### config.mk
export PLATFORM = sky130hd
export DESIGN_NAME = device_table_upsert_oldest_evict
export DESIGN_NICKNAME = d
export VERILOG_FILES = /design/src/hdl/dtu_pkg.sv /design/src/hdl/device_table_upsert_oldest_evict.sv /design/src/hdl/dtu_ram.sv
export SDC_FILE = /design/constraint.sdc
export NUM_CORES = 2
export LEC_CHECK = 0
export BUFFER_PORTS_ARGS = -buffer_cell sky130_fd_sc_hd__buf_4
export CORE_MARGIN = 5
export CORE_UTILIZATION = 30
export DETAILED_ROUTE_END_ITERATION = 6
export GPL_TIMING_DRIVEN = 0
export PLACE_DENSITY = 0.44
export SYNTH_ARGS = -nofsm -noshare
export SYNTH_HDL_FRONTEND = slang
export SYNTH_HIERARCHICAL = 1
export SYNTH_SLANG_ARGS = --single-unit
### constraint.sdc
create_clock -name clock -period 15.6 [get_ports clock]
set_input_delay 2.34 -clock clock [delete_from_list [all_inputs] [get_ports clock]]
set_output_delay 2.34 -clock clock [all_outputs]
set_load 0.03 [all_outputs]
### src/hdl/dtu_pkg.sv
// ----------------------------------------------------------------------------
// dtu_pkg: shared definitions for the device table
// Table size, field widths, request and outcome codes and the stored entry
// layout used by the table controller, its checker and its testbench.
// ----------------------------------------------------------------------------
`default_nettype none

package dtu_pkg;

   // table geometry
   localparam int TABLE_ENTRIES = 16;
   localparam int IDX_W = (TABLE_ENTRIES > 1) ? $clog2(TABLE_ENTRIES) : 1;
   localparam int CNT_W = $clog2(TABLE_ENTRIES + 1);

   // word field widths
   localparam int KEY_W  = 48;
   localparam int STR_W  = 8;
   localparam int SEEN_W = 32;
   localparam int SLOT_W = 4;
   localparam int OUT_W  = 3;
   localparam int FILL_W = 5;

   // width used to compare a read index against the fill count
   localparam int RIDX_CMP_W = (SLOT_W > CNT_W) ? SLOT_W : CNT_W;

   localparam logic [CNT_W-1:0]  COUNT_FULL = CNT_W'(TABLE_ENTRIES);
   localparam logic [SEEN_W-1:0] SEEN_MAX   = '1;

   // request codes
   localparam logic REQ_UPSERT = 1'b0;
   localparam logic REQ_READ   = 1'b1;

   // outcome codes
   localparam logic [OUT_W-1:0] OUT_UPDATED     = 3'd0;
   localparam logic [OUT_W-1:0] OUT_INSERTED    = 3'd1;
   localparam logic [OUT_W-1:0] OUT_EVICTED     = 3'd2;
   localparam logic [OUT_W-1:0] OUT_READ_OK     = 3'd3;
   localparam logic [OUT_W-1:0] OUT_READ_BEYOND = 3'd4;

   // one stored table entry
   typedef struct packed {
      logic [KEY_W-1:0]         key;
      logic signed [STR_W-1:0]  strength;
      logic [SEEN_W-1:0]        seen;
   } entry_type;

   localparam int ENTRY_W = $bits(entry_type);

endpackage

`default_nettype wire

### src/hdl/device_table_upsert_oldest_evict.sv
// ----------------------------------------------------------------------------
// device_table_upsert_oldest_evict: bounded table of seen devices
// Upsert keyed by device id with oldest-seen replacement when full, and
// indexed reads returning an entry together with the fill count.
// ----------------------------------------------------------------------------
// Upsert: a nonempty table is walked in ST_SCAN, a key match ending the walk early; then
//   ST_WRITE writes the entry. An empty table goes straight from idle to ST_WRITE.
//   The walk reads one entry per cycle through the RAM read port into one shared compare.
// Read in range: RAM read register, then result register; beyond count: strobe next cycle.
// busy is high until the strobe (never for reads beyond count); a new word is taken then.
// Reset returns to idle and clears the fill count; entry storage is not cleared.
`default_nettype none

module device_table_upsert_oldest_evict (
   input  wire logic                           clock,
   input  wire logic                           reset,
   input  wire logic                           start,
   output logic                                busy,
   input  wire logic                           req_type,
   input  wire logic [dtu_pkg::KEY_W-1:0]      req_dev_id,
   input  wire logic signed [dtu_pkg::STR_W-1:0] req_sig_strength,
   input  wire logic [dtu_pkg::SEEN_W-1:0]     req_now_time,
   input  wire logic [dtu_pkg::SLOT_W-1:0]     req_read_index,
   output logic                                rsp_valid,
   output logic [dtu_pkg::SLOT_W-1:0]          rsp_slot,
   output logic [dtu_pkg::OUT_W-1:0]           rsp_outcome,
   output logic [dtu_pkg::FILL_W-1:0]          rsp_fill_count,
   output logic [dtu_pkg::KEY_W-1:0]           rsp_entry_key,
   output logic signed [dtu_pkg::STR_W-1:0]    rsp_entry_strength,
   output logic [dtu_pkg::SEEN_W-1:0]          rsp_entry_seen
);

   import dtu_pkg::*;

   // sequencer states
   localparam logic [1:0] ST_IDLE      = 2'd0;
   localparam logic [1:0] ST_SCAN      = 2'd1;
   localparam logic [1:0] ST_WRITE     = 2'd2;
   localparam logic [1:0] ST_READ_WAIT = 2'd3;

   // control registers
   logic [1:0]        state_ff, state_in;
   logic [CNT_W-1:0]  count_ff, count_in;
   logic              iss_act_ff, iss_act_in;
   logic              chk_vld_ff, chk_vld_in;
   logic              rsp_valid_ff, rsp_valid_in;

   // datapath registers
   logic [KEY_W-1:0]         key_ff, key_in;
   logic signed [STR_W-1:0]  str_ff, str_in;
   logic [SEEN_W-1:0]        now_ff, now_in;
   logic [IDX_W-1:0]         iss_idx_ff, iss_idx_in;
   logic [IDX_W-1:0]         chk_idx_ff, chk_idx_in;
   logic [SEEN_W-1:0]        old_seen_ff, old_seen_in;
   logic [IDX_W-1:0]         old_idx_ff, old_idx_in;
   logic [IDX_W-1:0]         slot_idx_ff, slot_idx_in;
   logic [OUT_W-1:0]         outcome_ff, outcome_in;
   logic [SLOT_W-1:0]        rsp_slot_ff, rsp_slot_in;
   logic [OUT_W-1:0]         rsp_outcome_ff, rsp_outcome_in;
   logic [FILL_W-1:0]        rsp_fill_ff, rsp_fill_in;
   logic [KEY_W-1:0]         rsp_key_ff, rsp_key_in;
   logic signed [STR_W-1:0]  rsp_str_ff, rsp_str_in;
   logic [SEEN_W-1:0]        rsp_seen_ff, rsp_seen_in;

   // storage port signals
   logic                rd_en;
   logic [IDX_W-1:0]    rd_addr;
   logic [ENTRY_W-1:0]  rd_data;
   logic                wr_en;
   entry_type           wr_entry;
   entry_type           rd_entry;

   // shared compare unit and helpers
   logic              accept;
   logic              ridx_ok;
   logic [IDX_W-1:0]  last_idx;
   logic              key_hit;
   logic              older;

   assign accept   = start && (state_ff == ST_IDLE);
   assign busy     = (state_ff != ST_IDLE);
   assign ridx_ok  = RIDX_CMP_W'(req_read_index) < RIDX_CMP_W'(count_ff);
   assign last_idx = IDX_W'(count_ff - CNT_W'(1));
   assign rd_entry = entry_type'(rd_data);
   assign key_hit  = (rd_entry.key == key_ff);
   assign older    = (rd_entry.seen < old_seen_ff);
   assign wr_entry = '{key: key_ff, strength: str_ff, seen: now_ff};

   // table storage
   dtu_ram #(
      .WIDTH (ENTRY_W),
      .DEPTH (TABLE_ENTRIES)
   ) u_table (
      .clock   (clock),
      .wr_en   (wr_en),
      .wr_addr (slot_idx_ff),
      .wr_data (wr_entry),
      .rd_en   (rd_en),
      .rd_addr (rd_addr),
      .rd_data (rd_data)
   );

   // sequencer
   always_comb begin
      state_in       = state_ff;
      count_in       = count_ff;
      iss_act_in     = iss_act_ff;
      chk_vld_in     = chk_vld_ff;
      key_in         = key_ff;
      str_in         = str_ff;
      now_in         = now_ff;
      iss_idx_in     = iss_idx_ff;
      chk_idx_in     = chk_idx_ff;
      old_seen_in    = old_seen_ff;
      old_idx_in     = old_idx_ff;
      slot_idx_in    = slot_idx_ff;
      outcome_in     = outcome_ff;
      rsp_valid_in   = 1'b0;
      rsp_slot_in    = rsp_slot_ff;
      rsp_outcome_in = rsp_outcome_ff;
      rsp_fill_in    = rsp_fill_ff;
      rsp_key_in     = rsp_key_ff;
      rsp_str_in     = rsp_str_ff;
      rsp_seen_in    = rsp_seen_ff;
      rd_en          = 1'b0;
      rd_addr        = iss_idx_ff;
      wr_en          = 1'b0;

      unique case (state_ff)
         ST_IDLE: begin
            if (accept) begin
               if (req_type == REQ_READ) begin
                  rsp_slot_in = req_read_index;
                  if (ridx_ok) begin
                     rd_en    = 1'b1;
                     rd_addr  = IDX_W'(req_read_index);
                     state_in = ST_READ_WAIT;
                  end else begin
                     // index at or past the fill count: empty entry fields
                     rsp_valid_in   = 1'b1;
                     rsp_outcome_in = OUT_READ_BEYOND;
                     rsp_fill_in    = FILL_W'(count_ff);
                     rsp_key_in     = '0;
                     rsp_str_in     = '0;
                     rsp_seen_in    = '0;
                  end
               end else begin
                  key_in = req_dev_id;
                  str_in = req_sig_strength;
                  now_in = req_now_time;
                  if (count_ff == '0) begin
                     slot_idx_in = '0;
                     outcome_in  = OUT_INSERTED;
                     state_in    = ST_WRITE;
                  end else begin
                     iss_idx_in  = '0;
                     iss_act_in  = 1'b1;
                     chk_vld_in  = 1'b0;
                     old_seen_in = SEEN_MAX;
                     old_idx_in  = '0;
                     state_in    = ST_SCAN;
                  end
               end
            end
         end

         ST_SCAN: begin
            // issue side: one entry read per cycle
            if (iss_act_ff) begin
               rd_en = 1'b1;
               if (iss_idx_ff == last_idx) begin
                  iss_act_in = 1'b0;
               end else begin
                  iss_idx_in = iss_idx_ff + IDX_W'(1);
               end
            end
            chk_vld_in = iss_act_ff;
            chk_idx_in = iss_idx_ff;

            // check side: compare the entry read last cycle
            if (chk_vld_ff) begin
               if (key_hit) begin
                  slot_idx_in = chk_idx_ff;
                  outcome_in  = OUT_UPDATED;
                  iss_act_in  = 1'b0;
                  chk_vld_in  = 1'b0;
                  state_in    = ST_WRITE;
               end else begin
                  // strict compare keeps the lowest index on a tie
                  if (older) begin
                     old_seen_in = rd_entry.seen;
                     old_idx_in  = chk_idx_ff;
                  end
                  if (chk_idx_ff == last_idx) begin
                     state_in = ST_WRITE;
                     if (count_ff < COUNT_FULL) begin
                        slot_idx_in = IDX_W'(count_ff);
                        outcome_in  = OUT_INSERTED;
                     end else begin
                        slot_idx_in = older ? chk_idx_ff : old_idx_ff;
                        outcome_in  = OUT_EVICTED;
                     end
                  end
               end
            end
         end

         ST_WRITE: begin
            wr_en = 1'b1;
            if (outcome_ff == OUT_INSERTED) begin
               count_in = count_ff + CNT_W'(1);
            end
            rsp_valid_in   = 1'b1;
            rsp_slot_in    = SLOT_W'(slot_idx_ff);
            rsp_outcome_in = outcome_ff;
            rsp_fill_in    = FILL_W'(count_in);
            rsp_key_in     = key_ff;
            rsp_str_in     = str_ff;
            rsp_seen_in    = now_ff;
            state_in       = ST_IDLE;
         end

         ST_READ_WAIT: begin
            rsp_valid_in   = 1'b1;
            rsp_outcome_in = OUT_READ_OK;
            rsp_fill_in    = FILL_W'(count_ff);
            rsp_key_in     = rd_entry.key;
            rsp_str_in     = rd_entry.strength;
            rsp_seen_in    = rd_entry.seen;
            state_in       = ST_IDLE;
         end

         default: begin
            state_in = ST_IDLE;
         end
      endcase
   end

   // control state
   always_ff @(posedge clock) begin
      if (reset) begin
         state_ff     <= ST_IDLE;
         count_ff     <= '0;
         iss_act_ff   <= 1'b0;
         chk_vld_ff   <= 1'b0;
         rsp_valid_ff <= 1'b0;
      end else begin
         state_ff     <= state_in;
         count_ff     <= count_in;
         iss_act_ff   <= iss_act_in;
         chk_vld_ff   <= chk_vld_in;
         rsp_valid_ff <= rsp_valid_in;
      end
   end

   // payload
   always_ff @(posedge clock) begin
      key_ff         <= key_in;
      str_ff         <= str_in;
      now_ff         <= now_in;
      iss_idx_ff     <= iss_idx_in;
      chk_idx_ff     <= chk_idx_in;
      old_seen_ff    <= old_seen_in;
      old_idx_ff     <= old_idx_in;
      slot_idx_ff    <= slot_idx_in;
      outcome_ff     <= outcome_in;
      rsp_slot_ff    <= rsp_slot_in;
      rsp_outcome_ff <= rsp_outcome_in;
      rsp_fill_ff    <= rsp_fill_in;
      rsp_key_ff     <= rsp_key_in;
      rsp_str_ff     <= rsp_str_in;
      rsp_seen_ff    <= rsp_seen_in;
   end

   // result word
   assign rsp_valid          = rsp_valid_ff;
   assign rsp_slot           = rsp_slot_ff;
   assign rsp_outcome        = rsp_outcome_ff;
   assign rsp_fill_count     = rsp_fill_ff;
   assign rsp_entry_key      = rsp_key_ff;
   assign rsp_entry_strength = rsp_str_ff;
   assign rsp_entry_seen     = rsp_seen_ff;

   // checks
   a_count_bound: assert property (@(posedge clock) disable iff (reset)
      count_ff <= COUNT_FULL)
      else $error("fill count above table size");

   a_count_step: assert property (@(posedge clock) disable iff (reset)
      (!$past(reset) && (count_ff != $past(count_ff)))
         |-> (count_ff == $past(count_ff) + CNT_W'(1)))
      else $error("fill count moved by other than one");

   a_upsert_busy: assert property (@(posedge clock) disable iff (reset)
      (accept && (req_type == REQ_UPSERT)) |=> busy)
      else $error("upsert accepted without going busy");

   a_check_in_scan: assert property (@(posedge clock) disable iff (reset)
      chk_vld_ff |-> ((state_ff == ST_SCAN) && (chk_idx_ff <= last_idx)))
      else $error("compare outside the filled range");

   a_evict_full: assert property (@(posedge clock) disable iff (reset)
      (rsp_valid_ff && (rsp_outcome_ff == OUT_EVICTED)) |-> (count_ff == COUNT_FULL))
      else $error("eviction with free slots left");

endmodule

`default_nettype wire

### src/hdl/dtu_ram.sv
// ----------------------------------------------------------------------------
// dtu_ram: generic single-write, single-read RAM
// One write port and one read port; read data is registered and holds
// until the next read.
// ----------------------------------------------------------------------------
`default_nettype none

module dtu_ram #(
   parameter int WIDTH = 8,
   parameter int DEPTH = 16
) (
   input  wire logic                                    clock,
   input  wire logic                                    wr_en,
   input  wire logic [((DEPTH > 1) ? $clog2(DEPTH) : 1)-1:0] wr_addr,
   input  wire logic [WIDTH-1:0]                        wr_data,
   input  wire logic                                    rd_en,
   input  wire logic [((DEPTH > 1) ? $clog2(DEPTH) : 1)-1:0] rd_addr,
   output logic [WIDTH-1:0]                             rd_data
);

   logic [WIDTH-1:0] mem_ff [DEPTH];

   // write port and registered read port
   always_ff @(posedge clock) begin
      if (wr_en) begin
         mem_ff[wr_addr] <= wr_data;
      end
      if (rd_en) begin
         rd_data <= mem_ff[rd_addr];
      end
   end

endmodule

`default_nettype wire

; ---- Word level (Yosys, flattened, before mapping)
; Memories as Yosys holds them, arrays and structs flattened. A register that Yosys moved wholly into a read port is not among the register bits.
; Cells that the tools add are included.
[word_totals]
ff_bits = 249
mem_bits_rw = 1408
in_bits = 96
output_inout_bits = 102
word_cells = 160
memories = 1
[op_classes]
add_sub_neg = 3
magnitude_cmp = 3
eq_ne = 20
mux = 95
bitwise_logic = 1
reduce_logical = 17
[mem_list]
columns = memory, depth, width, read_ports, rd_clocked_by_memory_dff, write_ports, line
row1 = u_table.mem_ff, 16, 88, 1, 1, 1, dtu_ram.sv:21  ; logic [WIDTH-1:0] mem_ff [DEPTH];
[op_table]
columns = op, count
row1 = two-way mux 32 bit, 9
row2 = two-way mux 48 bit, 3
row3 = one-hot mux 48 bit (3 select lines), 1
row4 = one-hot mux 32 bit (3 select lines), 1
row5 = two-way mux 4 bit, 21
row6 = one-hot mux 32 bit (2 select lines), 1
row7 = == test 48 bit, 1
row8 = less-than comparator 32 bit, 1
row9 = one-hot mux 4 bit (2 select lines), 4
row10 = two-way mux 3 bit, 9
row11 = two-way mux 8 bit, 3
row12 = one-hot mux 8 bit (3 select lines), 1
row13 = two-way mux 1 bit, 22
row14 = two-way mux 5 bit, 4
row15 = "!= test 2 bit, second input constant", 10
row16 = AND reduction 6 bit, 3
row17 = two-way mux 2 bit, 8
row18 = one-hot mux 5 bit (3 select lines), 1
row19 = AND reduction 4 bit, 3
row20 = one-hot mux 3 bit (3 select lines), 1
row21 = == test 4 bit, 2
row22 = one-hot mux 1 bit (2 select lines), 4
row23 = AND reduction 7 bit, 1
row24 = "!= test 3 bit, second input constant", 2
row25 = other kinds (19), 23

; ---- Longest topological paths before layout
[logic_depth]
depth_word = 7
depth_mapped = 13
mapped_depth_nobuf = 10

; ---- By module
; Netlist, hierarchy kept.
[modules_own_cells]
columns = module, instances, cells_per_inst, area_each_um2, seq_area_each_um2
row1 = dtu_ram, 1, 2256, 55241.7, 44923.1
row2 = device_table_upsert_oldest_evict, 1, 788, 11133.2, 7347.0

; ---- Least setup slack after synthesis
; Ideal clock, no wire load.
[synth_path]
path_kind = input to register
startpoint = input req_read_index[1] in the netlist's numbering
endpoint = register rsp_key_ff[0] (netlist: rsp_entry_key[0]) (enable)
setup_time_ns = 0.814
arrival_ns = 12.620
required_time_ns = 14.786
path_slack_ns = 2.166
cell_stages = 5
path_buffers = 0
path_cell_list = ha_1 a21o_1 a21o_1 a21oi_1 o41ai_1
[synth_between]
elab_chain_cells = 3
[synth_rtl]
columns = item, line
row1 = start: declaration, device_table_upsert_oldest_evict.sv:23  ; input wire logic [dtu_pkg::SLOT_W-1:0] req_read_index,
row2 = less-than comparator 4 x 5 -> 1 bit, device_table_upsert_oldest_evict.sv:82  ; assign ridx_ok = RIDX_CMP_W'(req_read_index) < RIDX_CMP_W'(count_ff);
row3 = != test 2 bit (no line), -
row4 = AND reduction 4 bit (no line), -
row5 = end signal: assignment, device_table_upsert_oldest_evict.sv:270  ; rsp_key_ff <= rsp_key_in;
row6 = end: declaration, device_table_upsert_oldest_evict.sv:61  ; logic [KEY_W-1:0] rsp_key_ff, rsp_key_in;
; No other way between the ends.
; A chain may end at the register's enable or synchronous reset.

; ---- Worst setup path in the final report
[layout_path]
startpoint = input req_read_index[1] in the netlist's numbering
endpoint = register u_table.rd_data[80] (read register of u_table.mem_ff), data pin
[layout_between]
elab_chain_cells = 5
elab_cells_between_ends = 9
classes_between = 1 x order compare / 8 x mux
[layout_rtl]
columns = item, line
row1 = less-than comparator 4 x 5 -> 1 bit, device_table_upsert_oldest_evict.sv:82
row2 = two-way mux 4 bit, device_table_upsert_oldest_evict.sv:134  ; if (ridx_ok) begin
row3 = two-way mux 4 bit, device_table_upsert_oldest_evict.sv:132  ; if (req_type == REQ_READ) begin
row4 = two-way mux 4 bit, device_table_upsert_oldest_evict.sv:131  ; if (accept) begin
row5 = two-way mux 4 bit, device_table_upsert_oldest_evict.sv:129  ; unique case (state_ff)
row6 = named net rd_addr[2], device_table_upsert_oldest_evict.sv:67  ; logic [IDX_W-1:0] rd_addr;
row7 = end: declaration, dtu_ram.sv:18  ; output logic [WIDTH-1:0] rd_data
; The timed path passes the listed nets, and every way through them passes these cells.

==> results.json <==
{
  "ant_nets": 0,
  "synth_nets": 3177,
  "fin_ws_ps": 9360,
  "cp-end-kind": "flip-flop",
  "grt_use_total_pct": 16.8,
  "syn_inst": 3044,
  "ctsHoldBuffers": 0,
  "io-pin-count": 198,
  "nets": 3700,
  "cts_resized": 0,
  "yosys_most_used_dff": "edfxtp_1",
  "io_buffers": 197,
  "final_common_cell": "edfxtp_1",
  "rows": 172,
  "worst_setup_path_start_kind": "input port",
  "grt_max_degree": 37,
  "crit_fanout": 10,
  "gr-total-overflow": 0,
  "fill_cells": 20400,
  "grt_pass1_vias": 33400,
  "slew-limit-headroom_pct": 6.57,
  "cap_violations": 0,
  "layout-drive-gt1-share_pct": 27.9,
  "ys_seq_area_share_pct": 78.7,
  "vias_per_cell": 4.91,
  "slew_viol_final": 0,
  "grt_setup_unrepaired": "false",
  "fp.dieArea_um2": 231000,
  "postCtsSetupBuffers": 0,
  "period_needed_ps": 6240,
  "fp.dieH_um": 480,
  "drc": 0,
  "antenna_found_initial": 10,
  "synthDistinctLibCells": 61,
  "avgSynthCellArea_um2": 21.8,
  "die_x_um": 480,
  "place_worst_setup_slack_ps": 8460,
  "routabilityCongestion": 0.743,
  "yosysWarnings": 6,
  "path_clk_slew_ps": 60,
  "grt_first_pass_wirelength_mm": 272,
  "syn-cell-area_um2": 66400,
  "area_delta_synth_final_pct": 19.8,
  "drt-initial-drc-count": 2784,
  "root_buffer": "clkbuf_16",
  "synth_edf_count": 1734,
  "stdcell_area_um2": 79500,
  "tritoncts": "yes",
  "htree_levels": 4,
  "clk_latency_ps": 830,
  "cp_data_required_time_ps": 16270,
  "place_area_um2": 73900,
  "fmax_mhz": 160,
  "design.core.area_um2": 220000,
  "status": "finished, final reports clean",
  "power.density_nw_per_um2": 138,
  "tightest_slew_ps": 1400,
  "peakVddDrop_mv": 0.125,
  "finalCritPeriodShare_pct": 40.0,
  "leakagePower_nw": 25.4,
  "ys_seq_elements": 1744,
  "ys_async_sr_fraction_pct": 0,
  "cts_sinks": 1744,
  "fin_util_pct": 36.2,
  "start_util_pct": 30.2,
  "vias": 32700,
  "clockBufferDepth": 3,
  "drt_first_pass_iters": 5,
  "setup_tns_ps": 0,
  "instances_no_fill": 6671,
  "final_cell_mix": "edfxtp_1 (1734), mux4_2 (352), buf_4 (227)",
  "skew_ps": 26.8,
  "cts_buffers": 185,
  "path_class": "in2reg",
  "worstPathArrival_ps": 6910,
  "hpwl_mm": 131,
  "hold_viol": 0,
  "dp.cells": 6338,
  "hp-class": "reg2reg",
  "drt-total-wl_mm": 196,
  "wl_per_cell_um": 29.4,
  "final-setup-viol-count": 0
}
[per-layer routing]
layer	vias to the layer above	global-route usage [%]	wire length, µm
met5	-	0	34
met4	4	3.22	2970
met3	201	2.97	10300
met2	906	26.4	91800
met1	17900	24.5	90900
li1	13700	-	-
[cells in the mapped netlist, types with 7 or more instances]
cell      number  area, µm²
and2_1         7       43.8
or3_1         31        194
dfxtp_1       10        200
a22oi_1      176       1320
buf_6         14        158
nor2_1       128        480
xnor2_1       11       96.3
nor4_1        13       81.3
nand3_1        7       35.0
buf_1         24       90.1
edfxtp_1    1734      52100
nand4_1        9       56.3
a21oi_1       18       90.1
mux4_2       352       7930
mux2i_1       92        921
clkbuf_1      68        255
ha_1          37        463
a21o_1         7       52.6
xor2_1        53        464
nand2_1      108        405
buf_4         10       75.1
inv_1         39        146
buf_2         31        155
nor3_1         8       40.0
[path summary, 6_finish.rpt]
kind / start / to / slack [ps] / depth (start not counted)
max: req_read_index[1] / u_table/rd_data[80] / 9360 / 13
min reg2reg: iss_act_ff / iss_act_ff / 500 / 2
max reg2reg: count_ff[2] / u_table/rd_data[80] / 10440 / 13
min: iss_act_ff / iss_act_ff / 500 / 2
[registers in the layout, indices dropped and copies added (netlist names), 5 cells and up]
| signal | count |
|---|---|
| u_table/mem_ff | 1408 |
| key_ff | 48 |
| rsp_fill_count | 5 |
| rsp_entry_strength | 8 |
| rsp_entry_seen | 32 |
| str_ff | 8 |
| u_table/rd_data | 88 |
| now_ff | 32 |
| old_seen_ff | 32 |
| rsp_entry_key | 48 |
| count_ff | 5 |
[area by class of cell]
class | count | area (µm²) | area share [%]
flip-flops and latches | 1744 | 52300 | 65.7
multi-input cells | 1112 | 13300 | 16.8
clock buffers | 227 | 4850 | 6.10
well taps | 2958 | 3700 | 4.65
repair buffers | 336 | 3650 | 4.59
clock inverters | 101 | 797 | 1.00
plain buffers | 148 | 754 | 0.949
inverters | 40 | 150 | 0.189
diodes | 5 | 12.5 | 0.0157
[worst max-delay path, stage by stage]
cell,delay (ps)
buf_4,140
ha_1,290
a21o_1,150
a21o_1,160
a21oi_1,270
o21ai_1,280
mux2_1,490
nor2b_1,140
clkbuf_1,830
buf_2,610
clkbuf_1,790
a22oi_1,230
nand2_1,150
[kinds of logic after synthesis]
kind of cell | synth area share [%]
multiplexers | 13.5
flip-flops | 78.7
XOR/XNOR | 0.845
adder cells (fa/ha/maj) | 0.697
AO/OA/AOI/OAI | 2.63
buffers and inverters | 1.35
AND/OR/NAND/NOR | 2.26
[report_power, final]
part / internal (mW) / total, mW / leakage, nW / switching (mW)
Combinational: 0.494 / 1.32 / 6.91 / 0.824
Sequential: 5.35 / 5.46 / 15.8 / 0.118
Clock: 2.34 / 4.17 / 2.75 / 1.83
[per-stage QoR]
| stage | total power, mW | hold slack (ps) |
|---|---|---|
| floorplan | 6.31 | 453 |
| global placement | 6.93 | 485 |
| detailed placement | 6.91 | 490 |
| CTS | 11.1 | 503 |
| global route | 11.4 | 530 |
| finish | 10.9 | 502 |
Note: power is estimated with default switching activity, not from simulation.
